## src/rtl/ebalu_pkg.sv

```systemverilog
// Package for the eight-bit ALU with flags: operation codes, flag positions,
// request and result types. No dependencies.
`default_nettype none

package ebalu_pkg;

    localparam int OP_W    = 6;
    localparam int BYTE_W  = 8;
    localparam int BIDX_W  = 3;
    localparam int WORD_W  = 16;
    localparam int FLAG_W  = 4;
    localparam int S_DATA_W = 56;
    localparam int M_DATA_W = 32;

    localparam int FLAG_Z = 3;
    localparam int FLAG_N = 2;
    localparam int FLAG_H = 1;
    localparam int FLAG_C = 0;

    localparam logic [OP_W-1:0] OP_ADD    = 6'd0;
    localparam logic [OP_W-1:0] OP_ADC    = 6'd1;
    localparam logic [OP_W-1:0] OP_SUB    = 6'd2;
    localparam logic [OP_W-1:0] OP_SBC    = 6'd3;
    localparam logic [OP_W-1:0] OP_CP     = 6'd4;
    localparam logic [OP_W-1:0] OP_AND    = 6'd5;
    localparam logic [OP_W-1:0] OP_OR     = 6'd6;
    localparam logic [OP_W-1:0] OP_XOR    = 6'd7;
    localparam logic [OP_W-1:0] OP_INC    = 6'd8;
    localparam logic [OP_W-1:0] OP_DEC    = 6'd9;
    localparam logic [OP_W-1:0] OP_RLC    = 6'd10;
    localparam logic [OP_W-1:0] OP_RRC    = 6'd11;
    localparam logic [OP_W-1:0] OP_RL     = 6'd12;
    localparam logic [OP_W-1:0] OP_RR     = 6'd13;
    localparam logic [OP_W-1:0] OP_RLCA   = 6'd14;
    localparam logic [OP_W-1:0] OP_RRCA   = 6'd15;
    localparam logic [OP_W-1:0] OP_RLA    = 6'd16;
    localparam logic [OP_W-1:0] OP_RRA    = 6'd17;
    localparam logic [OP_W-1:0] OP_SLA    = 6'd18;
    localparam logic [OP_W-1:0] OP_SRA    = 6'd19;
    localparam logic [OP_W-1:0] OP_SRL    = 6'd20;
    localparam logic [OP_W-1:0] OP_SWAP   = 6'd21;
    localparam logic [OP_W-1:0] OP_BIT    = 6'd22;
    localparam logic [OP_W-1:0] OP_RES    = 6'd23;
    localparam logic [OP_W-1:0] OP_SET    = 6'd24;
    localparam logic [OP_W-1:0] OP_CPL    = 6'd25;
    localparam logic [OP_W-1:0] OP_CCF    = 6'd26;
    localparam logic [OP_W-1:0] OP_SCF    = 6'd27;
    localparam logic [OP_W-1:0] OP_DAA    = 6'd28;
    localparam logic [OP_W-1:0] OP_ADDHL  = 6'd29;
    localparam logic [OP_W-1:0] OP_ADDSP  = 6'd30;
    localparam logic [OP_W-1:0] OP_INC16  = 6'd31;
    localparam logic [OP_W-1:0] OP_DEC16  = 6'd32;

    typedef struct packed {
        logic [OP_W-1:0]   op;
        logic [BYTE_W-1:0] acc;
        logic [BYTE_W-1:0] operand;
        logic [BIDX_W-1:0] bit_index;
        logic [WORD_W-1:0] word_a;
        logic [WORD_W-1:0] word_b;
        logic [FLAG_W-1:0] flags_in;
    } req_t;

    typedef struct packed {
        logic [BYTE_W-1:0] result_byte;
        logic [WORD_W-1:0] result_word;
        logic [FLAG_W-1:0] flags_out;
        logic              write_result;
    } res_t;

endpackage

`default_nettype wire

```

## src/rtl/ebalu_core.sv

```systemverilog
// Combinational datapath of the eight-bit ALU: one request in, one result out.
// Depends on ebalu_pkg.
`default_nettype none

module ebalu_core
    import ebalu_pkg::*;
(
    input  req_t req,
    output res_t res
);

    logic [BYTE_W-1:0] a;
    logic [BYTE_W-1:0] v;
    logic [BYTE_W-1:0] x;
    logic [FLAG_W-1:0] fi;
    logic              cin;
    logic              t;
    logic [8:0]        sum9;
    logic [4:0]        nib5;
    logic [8:0]        diff9;
    logic [4:0]        nibd5;
    logic [BYTE_W-1:0] rot;
    logic              rot_c;
    logic [BYTE_W-1:0] adj;
    logic [BYTE_W-1:0] daa_r;
    logic              daa_c;
    logic [16:0]       sum17;
    logic [12:0]       sum13;
    logic [8:0]        sp_lo9;
    logic [4:0]        sp_nib5;
    logic [BYTE_W-1:0] mask;
    logic [BYTE_W-1:0] rb;
    logic [WORD_W-1:0] rw;
    logic [FLAG_W-1:0] fo;
    logic              wr;

    always_comb
    begin
        a   = req.acc;
        v   = req.operand;
        fi  = req.flags_in;
        cin = fi[FLAG_C];
        t   = ((req.op == OP_ADC) || (req.op == OP_SBC)) ? cin : 1'b0;

        sum9  = {1'b0, a} + {1'b0, v} + {8'b0, t};
        nib5  = {1'b0, a[3:0]} + {1'b0, v[3:0]} + {4'b0, t};
        diff9 = {1'b0, a} - {1'b0, v} - {8'b0, t};
        nibd5 = {1'b0, a[3:0]} - {1'b0, v[3:0]} - {4'b0, t};

        x = (req.op >= OP_RLCA) ? a : v;
        case (req.op)
            OP_RLC, OP_RLCA:
            begin
                rot   = {x[6:0], x[7]};
                rot_c = x[7];
            end
            OP_RRC, OP_RRCA:
            begin
                rot   = {x[0], x[7:1]};
                rot_c = x[0];
            end
            OP_RL, OP_RLA:
            begin
                rot   = {x[6:0], cin};
                rot_c = x[7];
            end
            default:
            begin
                rot   = {cin, x[7:1]};
                rot_c = x[0];
            end
        endcase

        adj   = 8'h00;
        daa_c = cin;
        if (fi[FLAG_N])
        begin
            if (fi[FLAG_H])
                adj[3:0] = 4'h6;
            if (cin)
                adj[7:4] = 4'h6;
            daa_r = a - adj;
        end
        else
        begin
            if (fi[FLAG_H] || (a[3:0] > 4'h9))
                adj[3:0] = 4'h6;
            if (cin || (a > 8'h99))
            begin
                adj[7:4] = 4'h6;
                daa_c    = 1'b1;
            end
            daa_r = a + adj;
        end

        sum17   = {1'b0, req.word_a} + {1'b0, req.word_b};
        sum13   = {1'b0, req.word_a[11:0]} + {1'b0, req.word_b[11:0]};
        sp_lo9  = {1'b0, req.word_a[7:0]} + {1'b0, v};
        sp_nib5 = {1'b0, req.word_a[3:0]} + {1'b0, v[3:0]};

        mask = 8'b1 << req.bit_index;

        rb = 8'h00;
        rw = 16'h0000;
        fo = fi;
        wr = 1'b1;

        case (req.op)
            OP_ADD, OP_ADC:
            begin
                rb = sum9[7:0];
                fo = {(sum9[7:0] == 8'h00), 1'b0, nib5[4], sum9[8]};
            end
            OP_SUB, OP_SBC, OP_CP:
            begin
                rb = diff9[7:0];
                fo = {(diff9[7:0] == 8'h00), 1'b1, nibd5[4], diff9[8]};
                wr = (req.op != OP_CP);
            end
            OP_AND:
            begin
                rb = a & v;
                fo = {((a & v) == 8'h00), 1'b0, 1'b1, 1'b0};
            end
            OP_OR:
            begin
                rb = a | v;
                fo = {((a | v) == 8'h00), 3'b000};
            end
            OP_XOR:
            begin
                rb = a ^ v;
                fo = {((a ^ v) == 8'h00), 3'b000};
            end
            OP_INC:
            begin
                rb = v + 8'd1;
                fo = {(v == 8'hFF), 1'b0, (v[3:0] == 4'hF), cin};
            end
            OP_DEC:
            begin
                rb = v - 8'd1;
                fo = {(v == 8'h01), 1'b1, (v[3:0] == 4'h0), cin};
            end
            OP_RLC, OP_RRC, OP_RL, OP_RR:
            begin
                rb = rot;
                fo = {(rot == 8'h00), 2'b00, rot_c};
            end
            OP_RLCA, OP_RRCA, OP_RLA, OP_RRA:
            begin
                rb = rot;
                fo = {3'b000, rot_c};
            end
            OP_SLA:
            begin
                rb = {v[6:0], 1'b0};
                fo = {(v[6:0] == 7'h00), 2'b00, v[7]};
            end
            OP_SRA:
            begin
                rb = {v[7], v[7:1]};
                fo = {(v[7:1] == 7'h00 && !v[7]), 2'b00, v[0]};
            end
            OP_SRL:
            begin
                rb = {1'b0, v[7:1]};
                fo = {(v[7:1] == 7'h00), 2'b00, v[0]};
            end
            OP_SWAP:
            begin
                rb = {v[3:0], v[7:4]};
                fo = {(v == 8'h00), 3'b000};
            end
            OP_BIT:
            begin
                rb = v;
                fo = {((v & mask) == 8'h00), 1'b0, 1'b1, cin};
                wr = 1'b0;
            end
            OP_RES:
            begin
                rb = v & ~mask;
            end
            OP_SET:
            begin
                rb = v | mask;
            end
            OP_CPL:
            begin
                rb = ~a;
                fo = {fi[FLAG_Z], 1'b1, 1'b1, cin};
            end
            OP_CCF:
            begin
                rb = a;
                fo = {fi[FLAG_Z], 1'b0, 1'b0, !cin};
            end
            OP_SCF:
            begin
                rb = a;
                fo = {fi[FLAG_Z], 1'b0, 1'b0, 1'b1};
            end
            OP_DAA:
            begin
                rb = daa_r;
                fo = {(daa_r == 8'h00), fi[FLAG_N], 1'b0, daa_c};
            end
            OP_ADDHL:
            begin
                rw = sum17[15:0];
                fo = {fi[FLAG_Z], 1'b0, sum13[12], sum17[16]};
            end
            OP_ADDSP:
            begin
                rw = req.word_a + {{8{v[7]}}, v};
                fo = {2'b00, sp_nib5[4], sp_lo9[8]};
            end
            OP_INC16:
            begin
                rw = req.word_a + 16'd1;
            end
            OP_DEC16:
            begin
                rw = req.word_a - 16'd1;
            end
            default:
            begin
                wr = 1'b0;
            end
        endcase

        res.result_byte  = rb;
        res.result_word  = rw;
        res.flags_out    = fo;
        res.write_result = wr;
    end

endmodule

`default_nettype wire

```

## src/rtl/eight_bit_alu_with_flags_top.sv

```systemverilog
// Top level of the eight-bit ALU with Z/N/H/C flags: stream ports, request
// register, result register. Depends on ebalu_pkg and ebalu_core.
`default_nettype none

// One ALU request per cycle goes in while the output side keeps draining, and
// one result per request comes out, in order. A request is registered in the
// request register on acceptance, worked out by the combinational datapath and
// held in the result register, which it leaves once the output is ready. The
// two registers act as a two-entry pipeline: a new request is taken each cycle
// the output keeps draining, and while a result waits the request stage still
// takes one more. Compare and bit test report write_result low, as do unused
// operation codes.
module eight_bit_alu_with_flags_top
    import ebalu_pkg::*;
(
    input  wire logic                clk,
    input  wire logic                rst_n,
    input  wire logic                s_axis_tvalid,
    output logic                     s_axis_tready,
    // acc, operand, bit_index, word_a, word_b, flags_in, zero pad
    input  wire logic [S_DATA_W-1:0] s_axis_tdata,
    // op
    input  wire logic [OP_W-1:0]     s_axis_tuser,
    output logic                     m_axis_tvalid,
    input  wire logic                m_axis_tready,
    // result_byte, result_word, flags_out, zero pad
    output logic [M_DATA_W-1:0]      m_axis_tdata,
    // write_result
    output logic                     m_axis_tuser
);

    logic in_valid_reg;
    logic in_valid_next;
    req_t in_req_reg;
    logic out_valid_reg;
    logic out_valid_next;
    res_t out_res_reg;
    res_t alu_res;
    logic out_adv;
    logic in_acc;
    req_t s_req;

    assign s_req.op        = s_axis_tuser;
    assign s_req.acc       = s_axis_tdata[7:0];
    assign s_req.operand   = s_axis_tdata[15:8];
    assign s_req.bit_index = s_axis_tdata[18:16];
    assign s_req.word_a    = s_axis_tdata[34:19];
    assign s_req.word_b    = s_axis_tdata[50:35];
    assign s_req.flags_in  = s_axis_tdata[54:51];

    ebalu_core u_core
    (
        .req (in_req_reg),
        .res (alu_res)
    );

    assign out_adv       = !out_valid_reg || m_axis_tready;
    assign s_axis_tready = !in_valid_reg || out_adv;
    assign in_acc        = s_axis_tvalid && s_axis_tready;

    always_comb
    begin
        in_valid_next  = in_valid_reg;
        out_valid_next = out_valid_reg;
        if (out_adv)
            out_valid_next = in_valid_reg;
        if (s_axis_tready)
            in_valid_next = s_axis_tvalid;
    end

    always_ff @(posedge clk or negedge rst_n)
    begin
        if (!rst_n)
        begin
            in_valid_reg  <= 1'b0;
            out_valid_reg <= 1'b0;
        end
        else
        begin
            in_valid_reg  <= in_valid_next;
            out_valid_reg <= out_valid_next;
        end
    end

    // hold payloads unless the stage advances
    always_ff @(posedge clk)
    begin
        if (in_acc)
            in_req_reg <= s_req;
        if (out_adv && in_valid_reg)
            out_res_reg <= alu_res;
    end

    assign m_axis_tvalid = out_valid_reg;
    assign m_axis_tdata  = {4'b0000, out_res_reg.flags_out, out_res_reg.result_word,
                            out_res_reg.result_byte};
    assign m_axis_tuser  = out_res_reg.write_result;

endmodule

`default_nettype wire

```

## config.mk

```make
export PLATFORM = sky130hd
export DESIGN_NAME = eight_bit_alu_with_flags_top
export DESIGN_NICKNAME = d
export VERILOG_FILES = /design/src/rtl/ebalu_pkg.sv /design/src/rtl/ebalu_core.sv /design/src/rtl/eight_bit_alu_with_flags_top.sv
export SDC_FILE = /design/constraint.sdc
export NUM_CORES = 1
export LEC_CHECK = 0
export BUFFER_PORTS_ARGS = -buffer_cell sky130_fd_sc_hd__buf_2
export CORE_MARGIN = 5
export CORE_UTILIZATION = 39
export CTS_BUF_LIST = sky130_fd_sc_hd__clkbuf_2 sky130_fd_sc_hd__clkbuf_4 sky130_fd_sc_hd__clkbuf_8
export DETAILED_ROUTE_END_ITERATION = 10
export SLEW_MARGIN = 20
export SYNTH_ARGS = -nofsm -noshare
export SYNTH_HDL_FRONTEND = slang
export SYNTH_HIERARCHICAL = 1
export SYNTH_SLANG_ARGS = --single-unit
```

## constraint.sdc

```tcl
create_clock -name clk -period 4.2 [get_ports clk]
set_input_delay 0.63 -clock clk [delete_from_list [all_inputs] [get_ports clk]]
set_output_delay 0.63 -clock clk [all_outputs]
set_load 0.1 [all_outputs]
```

After elaboration in Yosys (flattened, before gate mapping)
Cells that the tools add are included.
{"block": "op_classes", "addsub": 19, "multipliers": 0, "div": 0, "magnitude_cmp": 3, "eq_ne": 36, "n_shift": 1, "n_mux": 19, "bitwise": 8, "n_reduce_logical": 36}
{"operator": "case mux 8 bit (18 select lines)", "n": 1}
{"operator": "== test 6 x 5 -> 1 bit (second input constant)", "n": 16}
{"operator": "case mux 4 bit (20 select lines)", "n": 1}
{"operator": "logical NOT 8 bit", "n": 9}
{"operator": "case mux 16 bit (4 select lines)", "n": 1}
{"operator": "== test 6 x 4 -> 1 bit (second input constant)", "n": 8}
{"operator": "OR reduction 29 bit", "n": 1}
{"operator": "bitwise AND 8 bit", "n": 3}
{"operator": "== test 6 x 3 -> 1 bit (second input constant)", "n": 4}
{"operator": "case mux 8 bit (3 select lines)", "n": 1}
{"operator": "adder 8 x 8 -> 9 bit", "n": 2}
{"operator": "adder 16 x 16 -> 17 bit", "n": 1}
{"operator": "adder 16 x 1 -> 16 bit (second input constant)", "n": 1}
{"operator": "adder 16 bit", "n": 1}
{"operator": "two-way mux 4 bit", "n": 4}
{"operator": "two-way mux 8 bit", "n": 2}
{"operator": "inverter 8 bit", "n": 2}
{"operator": "OR 8 bit", "n": 2}
{"operator": "subtractor 16 x 1 -> 16 bit (second input constant)", "n": 1}
{"operator": "logical NOT 7 bit", "n": 2}
{"operator": "adder 12 x 12 -> 13 bit", "n": 1}
{"operator": "== test 6 x 2 -> 1 bit (second input constant)", "n": 2}
{"operator": "two-way mux 3 bit", "n": 4}
{"operator": "OR reduction 4 bit", "n": 3}
{"operator": "32 further kinds", "n": 49}
{"block": "word_totals", "register_bits": 92, "latchBits": 0, "mem_bits_rw": 0, "romBits": 0, "inputBits": 66, "out_inout_bits": 35, "word_cells": 135, "mem_count": 0}

Longest topological paths before layout
{"block": "depth", "depth_word": 8, "mapped_depth": 17, "depth_no_buf": 16}

Hierarchy
Netlist, hierarchy kept.
{"mod": "ebalu_core", "n_inst": 1, "cells_each": 777, "area_each_um2": 5285.1, "seq_area_each_um2": 0.0}
{"mod": "eight_bit_alu_with_flags_top", "n_inst": 1, "cells_each": 103, "area_each_um2": 2840.2, "seq_area_each_um2": 2752.6}

Worst setup path after synthesis
OpenSTA, ideal clock, no wires.
{"block": "synth_timing", "kind": "reg-to-reg", "startpoint": "reg in_req_reg[60] in the netlist's numbering", "endpoint": "reg out_res_reg, in the netlist m_axis_tdata[22], data pin", "setup_ns": 0.275, "arrival_time_ns": 3.301, "required_time_ns": 3.925, "slack_ns": 0.624, "path_stages_with_launch": 16, "n_path_buf": 2, "period_less_slack_ns": 3.576, "cell_sequence": "edfxtp_1 buf_2 nor2b_1 nand3_1 nor2_1 clkbuf_1 a21oi_1 fa_1 a21o_1 a211oi_1 o21ai_0 a31oi_1 a21oi_1 a21oi_1 xor2_1 o211ai_1"}
{"item": "start, declared", "line": "eight_bit_alu_with_flags_top.sv:34", "rtl": "req_t in_req_reg;"}
{"item": "start signal, assigned", "line": "eight_bit_alu_with_flags_top.sv:89", "rtl": "in_req_reg <= s_req;"}
{"item": "end signal, assigned", "line": "eight_bit_alu_with_flags_top.sv:91", "rtl": "out_res_reg <= alu_res;"}
{"item": "end, declared", "line": "eight_bit_alu_with_flags_top.sv:37", "rtl": "res_t out_res_reg;"}

==> reports/qor.log <==
qor: yosys.number_of_flops_mapped_to_enable_cells_by_yosys 90
qor: critical_path.worst_path_required_time 4.31 ns
qor: detailed_routing.post-route-drc-count 0
qor: finish.antenna-diode-count 0
qor: yosys.synthDistinctLibCells 90
qor: detailed_routing.wl_per_cell 20.2 um
qor: cts.cts_inserted_buffers 9
qor: timing.setup-violations-final 0
qor: placement.hpwl 19,700 um
qor: cts.clkLatencyLatePin 0.39 ns
qor: floorplanning.fp.coreArea 0.0204 sq mm
qor: min_path.hold_start s_axis_tdata[6]
qor: finish.fill_cells 2,000
qor: detailed_routing.drt-initial-drc-count 769
qor: grt.grt.overflow.total 0
qor: timing.clock.fmax 0.256 GHz
qor: timing.timing.final.crit_share 0.932
qor: floorplanning.top_level_ports 101
qor: floorplanning.dieArea 0.0238 sq mm
qor: timing.final_period_minus_worst_setup_slack 3.91 ns
qor: critical_path.worst_path_max_fanout 16
qor: cts.clock-root-buffer sky130_fd_sc_hd__clkbuf_8
qor: yosys.syn_inst 880
qor: pwr.power.density_cell_area 309 mW/mm^2
qor: yosys.ys_seq_elements 92
qor: cts.max-clock-path-buffers 2
qor: timing.final_hold_viol_count 0
qor: critical_path.worst_r2r_startpoint in_req_reg[59]
qor: min_path.hold_depth 1
qor: yosys.synthesis.area 0.00813 sq mm
qor: cts.cts_tree yes
qor: grt.grt_pass1_wl 39,400 um
qor: cts.clock-sinks 92
qor: placement.gp_congestion 0.948
qor: run.reported_max_cap_violation_count 0
qor: finish.drive_above_1_share 0.189
qor: timing.setup_total_negative_slack 0 ns
qor: critical_path.critical_path_arrival 4.03 ns
qor: critical_path.worstSetupPathType register to register
qor: timing.tightest_slew_margin_relative_to_the_limit 0.232
qor: finish.largest_reg_flops 61
qor: finish.synthToLayoutAreaGrowth 13.5%
qor: grt.grt_antenna_before_repair 0
qor: status.outcome completed
qor: detailed_routing.dr_total_vias 7,517
qor: yosys.synth_seq_area_share 0.339
qor: yosys.yosysWarnings 6
qor: yosys.synth_flop_cell sky130_fd_sc_hd__edfxtp_1
qor: detailed_routing.drtPass1Iterations 6
qor: finish.fin_nets 1,144
qor: pwr.peakVddDrop 0.148 mV
qor: detailed_routing.routed_wirelength 25,600 um
qor: floorplanning.initial_utilization 0.399
qor: yosys.synth-async-reset-ratio 0.0217
qor: cts.cts_htree_levels 3
qor: floorplanning.die_width 154 um
qor: critical_path.critPathCaptureType register
qor: floorplanning.row_count 52
qor: placement.port_buffers 95
qor: detailed_routing.ant_nets 0
qor: cts.clk_pin_slew 0.09 ns
qor: timing.worst_case_hold_slack 0.411 ns
qor: critical_path.r2r_end m_axis_tdata[0]
qor: detailed_routing.routed_via_density 5.94
qor: min_path.timing.hold.worst_endpoint in_req_reg[53]
qor: min_path.hp-class input port to register
qor: timing.worst_pin_slew 1.12 ns
qor: timing.rsz0062_at_grt false
qor: timing.worst_clock_skew 0.00905 ns
qor: grt.grt_use_total 0.210
qor: floorplanning.die_span_y 154 um
qor: critical_path.r2r_slack 0.29 ns
qor: yosys.post_synth.cell_area_avg 9.23 sq um
qor: critical_path.timing.critical_path.from_type register
qor: grt.grt_start_max_net_pins 62
qor: pwr.power.leakage 3.76 nW
qor: grt.via_count_of_the_first_global_routing_pass 7,030
qor: critical_path.r2r_cells 11
qor: timing.report.final.slew_viol_count 0
[metrics by stage]
stage	area (sq um)	power, W	util	std cells	worst slack, ns
after floorplan	8140	0.00198	-	883	0.624
after global placement	8990	0.00223	0.442	1246	0.387
after detailed placement	8990	0.00223	0.442	1246	0.411
after CTS	9200	0.00287	0.452	1263	0.365
after global routing	9220	0.00301	0.453	1266	0.000327
final	9220	0.00285	0.453	1266	0.287
[worst max-delay path by stage]
| stage | startpoint | to | slack (ns) |
|---|---|---|---|
| after floorplan | in_req_reg[60] | m_axis_tdata[22] | 0.62 |
| after global placement | in_req_reg[58] | m_axis_tdata[22] | 0.39 |
| after detailed placement | in_req_reg[58] | m_axis_tdata[22] | 0.41 |
| after CTS | in_req_reg[58] | m_axis_tdata[22] | 0.36 |
| after global routing | in_req_reg[55] | m_axis_tdata[22] | 0.0003 |
| final | in_req_reg[59] | m_axis_tdata[0] | 0.29 |
[area by class of cell]
class	instances	area, sq um	area share
multi-input combinational	709	4980	0.540
sequential	92	2750	0.299
timing repair buffer	137	793	0.0860
tap	270	338	0.0366
inverter	42	158	0.0171
clock buffer	9	124	0.0134
clock inverter	7	73.8	0.00801
[power by group]
group          internal, W  switching, W
logic             0.000365      0.000720
clock network     0.000278      0.000346
registers          0.00109     0.0000524
[synthesized netlist by cell type (all sizes together), types with 3 or more instances]
cell	n	area, sq um
nand3b	3	38.8
o41ai	4	35.0
and3	10	63.8
a22oi	12	90.1
or2	7	43.8
nor4	10	62.6
nand4	15	93.8
o22ai	12	75.1
buf	27	195
nor2b	8	50.1
or3	3	18.8
a21o	14	106
ha	81	1010
a211o	5	43.8
nor2	66	253
a2111oi	3	26.3
inv	42	158
o32ai	3	26.3
a211oi	9	72.6
o2111ai	4	35.0
a31oi	6	43.8
o21bai	6	45.0
o211ai	13	97.6
xnor2	29	254
o21ai	59	295
o221ai	4	35.0
edfxtp	90	2700
nor3	31	196
nand3	30	150
clkbuf	13	48.8
o21a	7	52.6
a221oi	10	87.6
nand2	75	282
nand2b	14	95.1
a21oi	76	384
fa	6	120
o31a	3	26.3
a31o	4	35.0
xor2	19	166
o2bb2ai	3	26.3
a32oi	3	26.3
[critical path, cell delays in order, from the launching register on]
cell and delay (ns):
sky130_fd_sc_hd__edfxtp_1 0.43, sky130_fd_sc_hd__buf_4 0.22, sky130_fd_sc_hd__nor2_2 0.13, sky130_fd_sc_hd__nand4_1 0.26, sky130_fd_sc_hd__inv_1 0.15, sky130_fd_sc_hd__fa_1 0.47, sky130_fd_sc_hd__ha_1 0.31, sky130_fd_sc_hd__xnor2_1 0.24
sky130_fd_sc_hd__o221ai_1 0.17, sky130_fd_sc_hd__a2111oi_0 0.91, sky130_fd_sc_hd__buf_4 0.24, sky130_fd_sc_hd__o21ai_0 0.11
[per-layer routing]
layer  wire [um]  track usage  vias to the layer above  part of all wire
met4         732       0.0660                        0             0.029
li1            -            -                     3567                 -
met1       11600        0.305                     3528              0.45
met2       11100        0.319                      362              0.44
met5           0            0                        -                 0
met3        2110       0.0369                       60             0.082
[layout by cell type (no fill, tap or decap), types with 30 or more instances in the layout]
| master | n |
|---|---|
| sky130_fd_sc_hd__a21oi_1 | 75 |
| sky130_fd_sc_hd__nand2_1 | 75 |
| sky130_fd_sc_hd__nor2_1 | 64 |
| sky130_fd_sc_hd__buf_2 | 95 |
| sky130_fd_sc_hd__nand3_1 | 30 |
| sky130_fd_sc_hd__ha_1 | 81 |
| sky130_fd_sc_hd__buf_4 | 41 |
| sky130_fd_sc_hd__inv_1 | 42 |
| sky130_fd_sc_hd__edfxtp_1 | 90 |
| sky130_fd_sc_hd__o21ai_0 | 57 |
[cell families (layout without fill, tap and decap cells)]
| kind of cell | Yosys count | after routing | synth area share |
|---|---|---|---|
| AND/OR/NAND/NOR | 285 | 285 | 0.180 |
| AO/OA/AOI/OAI | 280 | 280 | 0.231 |
| flip-flops | 92 | 92 | 0.339 |
| adder cells (fa/ha/maj) | 87 | 87 | 0.140 |
| buffers and inverters | 82 | 195 | 0.0494 |
| XOR/XNOR | 48 | 48 | 0.0517 |
| multiplexers | 5 | 5 | 0.00939 |
| other | 1 | 4 | 0.000462 |
[repair_timing]
action,in CTS,in global routing
hold endpoints to repair,2,0
hold buffers,1,0
setup buffers,0,3
gates resized for setup,0,0
endpoints found under the setup margin,0,1
(Power assumes the default switching activity.)
